## config.mk

```make
export PLATFORM = sky130hd
export DESIGN_NAME = keyed_xor_stream_scrambler_top
export DESIGN_NICKNAME = d
export VERILOG_FILES = /design/src/rtl/kxs_pkg.sv /design/src/rtl/keyed_xor_stream_scrambler_top.sv
export VERILOG_INCLUDE_DIRS = /design/src /design/src/rtl
export SDC_FILE = /design/constraint.sdc
export NUM_CORES = 2
export LEC_CHECK = 0
export ABC_AREA = 1
export BUFFER_PORTS_ARGS = -buffer_cell sky130_fd_sc_hd__buf_2
export CAP_MARGIN = 40
export CORE_MARGIN = 5
export CORE_UTILIZATION = 35
export CTS_BUF_LIST = sky130_fd_sc_hd__clkbuf_8
export DETAILED_ROUTE_END_ITERATION = 12
export GPL_TIMING_DRIVEN = 0
export PLACE_DENSITY = 0.55
export REMOVE_ABC_BUFFERS = 1
export SYNTH_ARGS = -nofsm -noshare
export SYNTH_HDL_FRONTEND = slang
export SYNTH_SLANG_ARGS = --single-unit
```

## constraint.sdc

```tcl
create_clock -name clk -period 7 [get_ports clk]
set_input_delay 1.4 -clock clk [delete_from_list [all_inputs] [get_ports clk]]
set_output_delay 1.4 -clock clk [all_outputs]
set_load 0.01 [all_outputs]
```

## src/rtl/keyed_xor_stream_scrambler_top_assert.svh

```systemverilog
// Assertion macros for the keyed XOR stream scrambler.
// Every check samples on the rising edge of clk and is off while arst_n is low.
`ifndef KEYED_XOR_STREAM_SCRAMBLER_TOP_ASSERT_SVH
`define KEYED_XOR_STREAM_SCRAMBLER_TOP_ASSERT_SVH

// The consequent must hold in the same cycle as the antecedent.
`define KXS_ASSERT_NOW(lbl, ante, cons, msg) \
	lbl: assert property (@(posedge clk) disable iff (!arst_n) (ante) |-> (cons)) \
		else $error(msg);

// The consequent must hold in the cycle after the antecedent.
`define KXS_ASSERT_NEXT(lbl, ante, cons, msg) \
	lbl: assert property (@(posedge clk) disable iff (!arst_n) (ante) |=> (cons)) \
		else $error(msg);

`endif

```

## src/rtl/kxs_pkg.sv

```systemverilog
`timescale 1ns / 1ps

package kxs_pkg;

	// Configuration port
	localparam int CFG_IDX_W  = 2;
	localparam int CFG_DATA_W = 64;

	// Register indexes
	localparam logic [CFG_IDX_W-1:0] REG_KEY_BYTES      = 2'd0;
	localparam logic [CFG_IDX_W-1:0] REG_KEY_LEN        = 2'd1;
	localparam logic [CFG_IDX_W-1:0] REG_GROUP_MAX      = 2'd2;
	localparam logic [CFG_IDX_W-1:0] REG_MESSAGE_LENGTH = 2'd3;

	// Default number of key bytes; the legal range is 1 to 16
	localparam int MAX_KEY_BYTES_DEF = 8;

	// Seed shifts wrap at this span
	localparam int SHIFT_SPAN = 59;
	localparam int SHIFT_W    = 6;

	// Seed term counter; the longest seed sum has 70 terms (key length 14)
	localparam int TERM_W = 7;

endpackage

```

## src/rtl/keyed_xor_stream_scrambler_top.sv

```systemverilog
`timescale 1ns / 1ps
// Channel   | Direction | Handshake               | Payload
// ----------+-----------+-------------------------+--------------------------------
// input     | in        | in_valid / in_stall     | in_byte[7:0]
// output    | out       | out_valid / out_stall   | out_byte[7:0], checksum[15:0], last
// config    | in        | cfg_we (no wait)        | cfg_index[1:0], cfg_data[63:0]
//
// One byte per cycle sustained while out_stall is low and no seed pass runs; a result passes
// through the input register, then the result register, before it turns valid.
// The rolling-key seed is built by a one-term-per-cycle adder pass after reset and after
// every configuration write. in_stall stays high during that pass.
// A stalled result holds in the result register while the input register still takes
// one more byte; outside the seed pass, in_stall rises only when both are full and out_stall is high.
module keyed_xor_stream_scrambler_top
	import kxs_pkg::*;
#(
	parameter int MAX_KEY_BYTES = MAX_KEY_BYTES_DEF
) (
	input  logic                  clk,
	input  logic                  arst_n,

	input  logic                  cfg_we,
	input  logic [CFG_IDX_W-1:0]  cfg_index,
	input  logic [CFG_DATA_W-1:0] cfg_data,

	input  logic                  in_valid,
	output logic                  in_stall,
	input  logic [7:0]            in_byte,

	output logic                  out_valid,
	input  logic                  out_stall,
	output logic [7:0]            out_byte,
	output logic [15:0]           checksum,
	output logic                  last
);

	// Key length needs to hold MAX_KEY_BYTES; key index holds 0 .. MAX_KEY_BYTES-1
	localparam int KL_W   = $clog2(MAX_KEY_BYTES + 1);
	localparam int KIDX_W = (MAX_KEY_BYTES > 1) ? $clog2(MAX_KEY_BYTES) : 1;
	localparam int KLG_W  = KL_W + 8;

	typedef enum logic [1:0] {
		SD_PROD,   // key length times group size
		SD_INIT,   // message length times that product
		SD_SUM,    // one shifted key byte a cycle
		SD_DONE
	} seed_state_t;

	// ------------------------------------------------------------------
	// Configuration registers
	// ------------------------------------------------------------------
	logic [63:0] key_bytes_q;
	logic [3:0]  key_len_q;
	logic [7:0]  group_max_q;
	logic [31:0] message_length_q;

	always_ff @(posedge clk or negedge arst_n) begin
		if (!arst_n) begin
			key_bytes_q      <= '0;
			key_len_q        <= 4'd1;
			group_max_q      <= 8'd1;
			message_length_q <= 32'd1;
		end else if (cfg_we) begin
			unique case (cfg_index)
				REG_KEY_BYTES:      key_bytes_q      <= cfg_data;
				REG_KEY_LEN:        key_len_q        <= cfg_data[3:0];
				REG_GROUP_MAX:      group_max_q      <= cfg_data[7:0];
				REG_MESSAGE_LENGTH: message_length_q <= cfg_data[31:0];
				default: ;
			endcase
		end
	end

	// Effective key length: zero counts as one, clamp to MAX_KEY_BYTES
	logic [4:0]      kl_wide;
	logic [KL_W-1:0] kl;
	logic [7:0]      grp;

	always_comb begin
		if (key_len_q == 4'd0) begin
			kl_wide = 5'd1;
		end else if ({1'b0, key_len_q} > 5'(MAX_KEY_BYTES)) begin
			kl_wide = 5'(MAX_KEY_BYTES);
		end else begin
			kl_wide = {1'b0, key_len_q};
		end
		kl  = kl_wide[KL_W-1:0];
		grp = (group_max_q == 8'd0) ? 8'd1 : group_max_q;
	end

	// Key byte lookup: a shift of 64 or more (index 8 and up) reads as zero
	function automatic logic [7:0] key_byte(input logic [KIDX_W-1:0] idx,
		input logic [63:0] keys);
		logic [63:0] sh;
		sh = keys >> {idx, 3'b000};
		return sh[7:0];
	endfunction

	// ------------------------------------------------------------------
	// Seed unit: seed = ml*kl*g mod 2^32 + sum of key[i mod kl] << (i mod 59)
	// over the smallest multiple of kl above 59 terms.
	// ------------------------------------------------------------------
	seed_state_t         sd_state;
	logic [KLG_W-1:0]    klg_q;
	logic [63:0]         seed_q;
	logic [TERM_W-1:0]   term_q;
	logic [SHIFT_W-1:0]  shift_q;
	logic [KIDX_W-1:0]   sd_kidx_q;

	logic [31:0]         seed_prod;
	logic [63:0]         seed_term;
	logic [KL_W-1:0]     sd_kidx_inc;
	logic                sd_last_term;

	assign seed_prod    = message_length_q * 32'(klg_q);
	assign seed_term    = 64'(key_byte(sd_kidx_q, key_bytes_q)) << shift_q;
	assign sd_kidx_inc  = KL_W'(sd_kidx_q) + KL_W'(1);
	assign sd_last_term = (term_q >= TERM_W'(SHIFT_SPAN + 1)) && (sd_kidx_q == '0);

	always_ff @(posedge clk or negedge arst_n) begin
		if (!arst_n) begin
			sd_state  <= SD_PROD;
			klg_q     <= '0;
			seed_q    <= '0;
			term_q    <= '0;
			shift_q   <= '0;
			sd_kidx_q <= '0;
		end else if (cfg_we) begin
			// restart the pass on any write
			sd_state <= SD_PROD;
		end else begin
			unique case (sd_state)
				SD_PROD: begin
					klg_q    <= KLG_W'(kl) * KLG_W'(grp);
					sd_state <= SD_INIT;
				end
				SD_INIT: begin
					seed_q    <= {32'd0, seed_prod};
					term_q    <= '0;
					shift_q   <= '0;
					sd_kidx_q <= '0;
					sd_state  <= SD_SUM;
				end
				SD_SUM: begin
					if (sd_last_term) begin
						sd_state <= SD_DONE;
					end else begin
						seed_q    <= seed_q + seed_term;
						term_q    <= term_q + TERM_W'(1);
						shift_q   <= (shift_q == SHIFT_W'(SHIFT_SPAN - 1)) ? '0
							: shift_q + SHIFT_W'(1);
						sd_kidx_q <= (sd_kidx_inc == kl) ? '0 : KIDX_W'(sd_kidx_inc);
					end
				end
				SD_DONE: ;
				default: sd_state <= SD_PROD;
			endcase
		end
	end

	// ------------------------------------------------------------------
	// Input register
	// ------------------------------------------------------------------
	logic       valid_s1;
	logic [7:0] in_byte_s1;
	logic       adv_s1;
	logic       in_take;

	assign adv_s1   = valid_s1 && (!out_valid || !out_stall);
	assign in_stall = (sd_state != SD_DONE) || (valid_s1 && !adv_s1);
	assign in_take  = in_valid && !in_stall;

	always_ff @(posedge clk or negedge arst_n) begin
		if (!arst_n) begin
			valid_s1 <= 1'b0;
		end else if (in_take) begin
			valid_s1 <= 1'b1;
		end else if (adv_s1) begin
			valid_s1 <= 1'b0;
		end
	end

	always_ff @(posedge clk) begin
		if (in_take) begin
			in_byte_s1 <= in_byte;
		end
	end

	// ------------------------------------------------------------------
	// Message state and per-byte datapath
	// ------------------------------------------------------------------
	logic [31:0]       byte_position_q;
	logic [7:0]        run_length_now_q;
	logic [7:0]        run_count_q;
	logic [KIDX_W-1:0] key_index_q;
	logic [63:0]       rolling_key_q;
	logic [15:0]       running_sum_q;

	logic [63:0]       rk_in;
	logic [63:0]       rk_rot;
	logic [32:0]       pos_inc;
	logic [7:0]        res_byte;
	logic [15:0]       res_sum;
	logic [7:0]        rc_inc;
	logic              run_end;
	logic [KL_W-1:0]   kidx_inc;
	logic              fin;

	always_comb begin
		// seed on the first byte of each message, then rotate left by one
		rk_in    = (byte_position_q == 32'd0) ? seed_q : rolling_key_q;
		rk_rot   = {rk_in[62:0], rk_in[63]};
		pos_inc  = {1'b0, byte_position_q} + 33'd1;
		res_byte = in_byte_s1 ^ key_byte(key_index_q, key_bytes_q) ^ pos_inc[7:0]
			^ rk_rot[7:0];
		res_sum  = running_sum_q + 16'(in_byte_s1) + 16'(res_byte);
		rc_inc   = run_count_q + 8'd1;
		// a run longer than the group size ends at once
		run_end  = (rc_inc >= run_length_now_q) || (run_length_now_q > grp);
		kidx_inc = KL_W'(key_index_q) + KL_W'(1);
		fin      = pos_inc >= {1'b0, message_length_q};
	end

	always_ff @(posedge clk or negedge arst_n) begin
		if (!arst_n) begin
			byte_position_q  <= '0;
			run_length_now_q <= 8'd1;
			run_count_q      <= '0;
			key_index_q      <= '0;
			rolling_key_q    <= '0;
			running_sum_q    <= '0;
		end else if (adv_s1) begin
			if (fin) begin
				// end of message: back to the start
				byte_position_q  <= '0;
				run_length_now_q <= 8'd1;
				run_count_q      <= '0;
				key_index_q      <= '0;
				rolling_key_q    <= '0;
				running_sum_q    <= '0;
			end else begin
				byte_position_q <= pos_inc[31:0];
				rolling_key_q   <= rk_rot;
				running_sum_q   <= res_sum;
				if (run_end) begin
					run_count_q      <= '0;
					key_index_q      <= (kidx_inc == kl) ? '0 : KIDX_W'(kidx_inc);
					run_length_now_q <= (run_length_now_q >= grp) ? 8'd1
						: run_length_now_q + 8'd1;
				end else begin
					run_count_q <= rc_inc;
				end
			end
		end else if (sd_state == SD_SUM && KL_W'(key_index_q) >= kl) begin
			// a shorter key came in mid-message: fold the index back below it
			key_index_q <= KIDX_W'(KL_W'(key_index_q) - kl);
		end
	end

	// ------------------------------------------------------------------
	// Result register
	// ------------------------------------------------------------------
	logic       out_valid_q;
	logic [7:0] out_byte_q;
	logic [15:0] checksum_q;
	logic       last_q;

	always_ff @(posedge clk or negedge arst_n) begin
		if (!arst_n) begin
			out_valid_q <= 1'b0;
		end else if (adv_s1) begin
			out_valid_q <= 1'b1;
		end else if (!out_stall) begin
			out_valid_q <= 1'b0;
		end
	end

	always_ff @(posedge clk) begin
		if (adv_s1) begin
			out_byte_q <= res_byte;
			checksum_q <= res_sum;
			last_q     <= fin;
		end
	end

	assign out_valid = out_valid_q;
	assign out_byte  = out_byte_q;
	assign checksum  = checksum_q;
	assign last      = last_q;

	// ------------------------------------------------------------------
	// Assertions
	// ------------------------------------------------------------------
	`include "keyed_xor_stream_scrambler_top_assert.svh"

	`KXS_ASSERT_NOW(a_seed_blocks_input, sd_state != SD_DONE, in_stall, "seed pass open")
	`KXS_ASSERT_NOW(a_kidx_in_range, sd_state == SD_DONE, KL_W'(key_index_q) < kl, "key index")
	`KXS_ASSERT_NOW(a_run_count_in_run, 1'b1, run_count_q < run_length_now_q, "run count")
	`KXS_ASSERT_NEXT(a_last_restarts, adv_s1 && fin, byte_position_q == 32'd0 && last_q, "restart")

endmodule
```

==> reports/results.ini <==
[synth]
ys_types = 52
synth_edf_count = 33
synthesis.instances = 4927
synth_top_area_share_pct = 23.6
ys_async_sr_fraction_pct = 91.0
ys_ff_latch = 368
avgSynthCellArea_um2 = 7.13
syn_area_um2 = 35100
yosysTopAreaCell = dfrtp_1
synth_area_leaders = dfrtp_1 24%, fa_1 15%, nand2_1 14%, inv_1 9.4%, ha_1 7.2%
yosysSeqAreaShare_pct = 26.7
synth-main-ff-cell = dfrtp_1
ys_warn_count = 0

[sta]
worst_slew_margin_rel_pct = 40.5
tightest_slew_ns = 0.893
setup_viol = 0
timing.fmax_mhz = 153
finalCriticalPeriod_ns = 6.54
timing.final.ws_setup_ns = 0.458
drv_slew = 0
final.period_utilization_pct = 93.5
final_hold_viol_count = 0
timing.hold.ws_ns = 0.482
clock_skew_ns = 0.0498
rsz0062_at_grt = false

[critical_path]
r2r-start = klg_q[6]
r2r-end = seed_q[31]
critical_path_required_ns = 7.60
cp-end-kind = flop
reg2reg_depth = 20
critical_path_class = reg -> reg
critPathLaunchType = flop
crit_fanout = 15
critPathArrivalTime_ns = 7.14
cp-startpoint = klg_q[6]
rrSetupSlack_ns = 0.46

[placement]
place_ws_ns = 0.572
gp_congestion = 0.952
hpwl_um = 90400
numPlacedInstances = 6177
portBuffers = 105

[floorplan]
design.die.area_um2 = 107000
ios = 106
core_region_area_um2 = 99900
die_width_um = 327
core.rowCount = 116
initial_core_util_pct = 35.2
fp.dieH_um = 327

[grt]
gr-usage-all-layers_pct = 21.1
grt_max_degree = 102
grt_pass1_wl_um = 179000
antenna_found_initial = 1
grt_pass1_vias = 31300
grt_overflow = 0

[worst_hold_path]
min-delay-start = rolling_key_q[6]
hold_depth = 2
holdPathEnd = rolling_key_q[6]
hp-class = reg -> reg

[cts]
cts_sinks = 368
cts_resized = 0
clockBufferDepth = 3
numCtsBuffers = 69
post_cts_buffers = 0
cts_tree = built
cts_htree_levels = 3
hold_buffers = 0
clk-insertion-delay-late_ns = 0.71
path_clk_slew_ns = 0.06
root_buffer = clkbuf_8

[finish]
num-fill-cells = 10700
nets = 5493
fin_cells = 6303
final_cell_mix = 1311 x nand2_1, 895 x inv_1, 444 x o21ai_0
drive_gt1_share_pct = 5.70
synthToLayoutAreaGrowth_pct = 10.1
mostFrequentLayoutCell = nand2_1

[outcome]
status = complete, no violations

[drt]
drcViolationCount = 0
viasPerCell = 5.04
vias = 31800
wire_per_inst_um = 18.0
dr.pass1.iters = 6
routed_wl_um = 113000
drtAntennaViolNets = 0
drtIter0Drc = 2229

[power]
totalPowerFinal_mw = 18.0
leakagePower_nw = 19.3
ir_worst_vdd_uv = 425
power_density_nw_per_um2 = 464

[flow_run]
maxCapViolCount = 0

[synth_stat cells (all sizes together), types with 6 or more instances]
master  count
o21ai     454
nand4      50
nand2    1315
edfxtp     33
nand3     201
a21o       12
mux2        7
fa        262
nor4       28
a31oi      26
nand3b     15
o21bai      8
nor3       37
o31ai       6
xnor2      23
o21a        6
o22ai      13
nor2      381
a21oi     297
clkbuf    145
o211ai     11
xor2       92
inv       880
or2        11
ha        202
dfrtp     331
buf        42
[kinds of logic (layout without fill, tap and decap cells)]
group | count (synthesis) | after routing | synth area share (%)
flip-flops | 368 | 368 | 26.7
multiplexers | 8 | 8 | 0.253
AND/OR/NAND/NOR | 2045 | 2045 | 23.7
AO/OA/AOI/OAI | 856 | 856 | 12.8
other | 0 | 1 | 0
buffers and inverters | 1071 | 1148 | 11.5
adder cells (fa/ha/maj) | 464 | 464 | 22.1
XOR/XNOR | 115 | 115 | 2.87
[layout make-up]
class | instances | area, µm² | share of cell area [%]
diodes | 1 | 2.50 | 0.00647
inverters | 884 | 3320 | 8.58
multi-input cells | 3488 | 21800 | 56.2
repair buffers | 139 | 1250 | 3.22
well taps | 1298 | 1620 | 4.20
flip-flops and latches | 368 | 9380 | 24.2
clock inverters | 42 | 218 | 0.563
clock buffers | 83 | 1140 | 2.95
[state kept, by name (all words and copies together) (netlist names), 4 cells and up]
register,cells
key_bytes_q,64
shift_q,6
klg_q,12
in_byte_s1,8
running_sum_q,16
seed_q,64
run_length_now_q,8
key_len_q,4
checksum,16
byte_position_q,32
rolling_key_q,64
out_byte,8
term_q,7
message_length_q,32
group_max_q,8
run_count_q,8
[where the power goes]
group	internal (mW)	switching [mW]
logic	4.15	8.02
clock network	1.09	1.03
registers	2.88	0.796
[stage by stage]
step / area [µm²] / util (%) / TNS (ns)
after floorplan: 34400 / - / -4.08
after global placement: 36600 / 36.6 / -1284.78
after detailed placement: 37300 / 37.4 / 0
after CTS: 38700 / 38.7 / 0
after global routing: 38700 / 38.7 / 0
final: 38700 / 38.7 / 0
[how the worst max path moves through the flow]
stage	end	cells past startpoint
2_1_floorplan	running_sum_q[15]	22
3_3_place_gp	term_q[5]	11
3_5_place_dp	seed_q[31]	20
4_1_cts	seed_q[31]	20
5_1_grt	seed_q[31]	21
6_report	seed_q[31]	20
[worst max-delay path, stage by stage, from the launching register on]
cell,delay [ns]
dfrtp_1,0.89
buf_8,0.26
nand2_1,0.09
fa_1,0.51
inv_1,0.05
fa_1,0.48
fa_1,0.52
fa_1,0.54
inv_1,0.05
fa_1,0.58
inv_1,0.07
ha_1,0.40
a21oi_1,0.23
o21ai_0,0.20
a21oi_1,0.16
nor2_1,0.05
nor3b_1,0.26
nand2_1,0.27
nand3_1,0.16
nand3_1,0.37
a21oi_1,0.26
[per-layer routing]
metal | vias up | wire (µm) | global-route usage, %
met2 | 698 | 53800 | 35.7
met3 | 166 | 5110 | 2.92
li1 | 15500 | - | -
met4 | 2 | 3070 | 5.42
met5 | - | 12 | 0
met1 | 15400 | 51400 | 28.5
No activity file was read; power rests on OpenSTA's default activity.
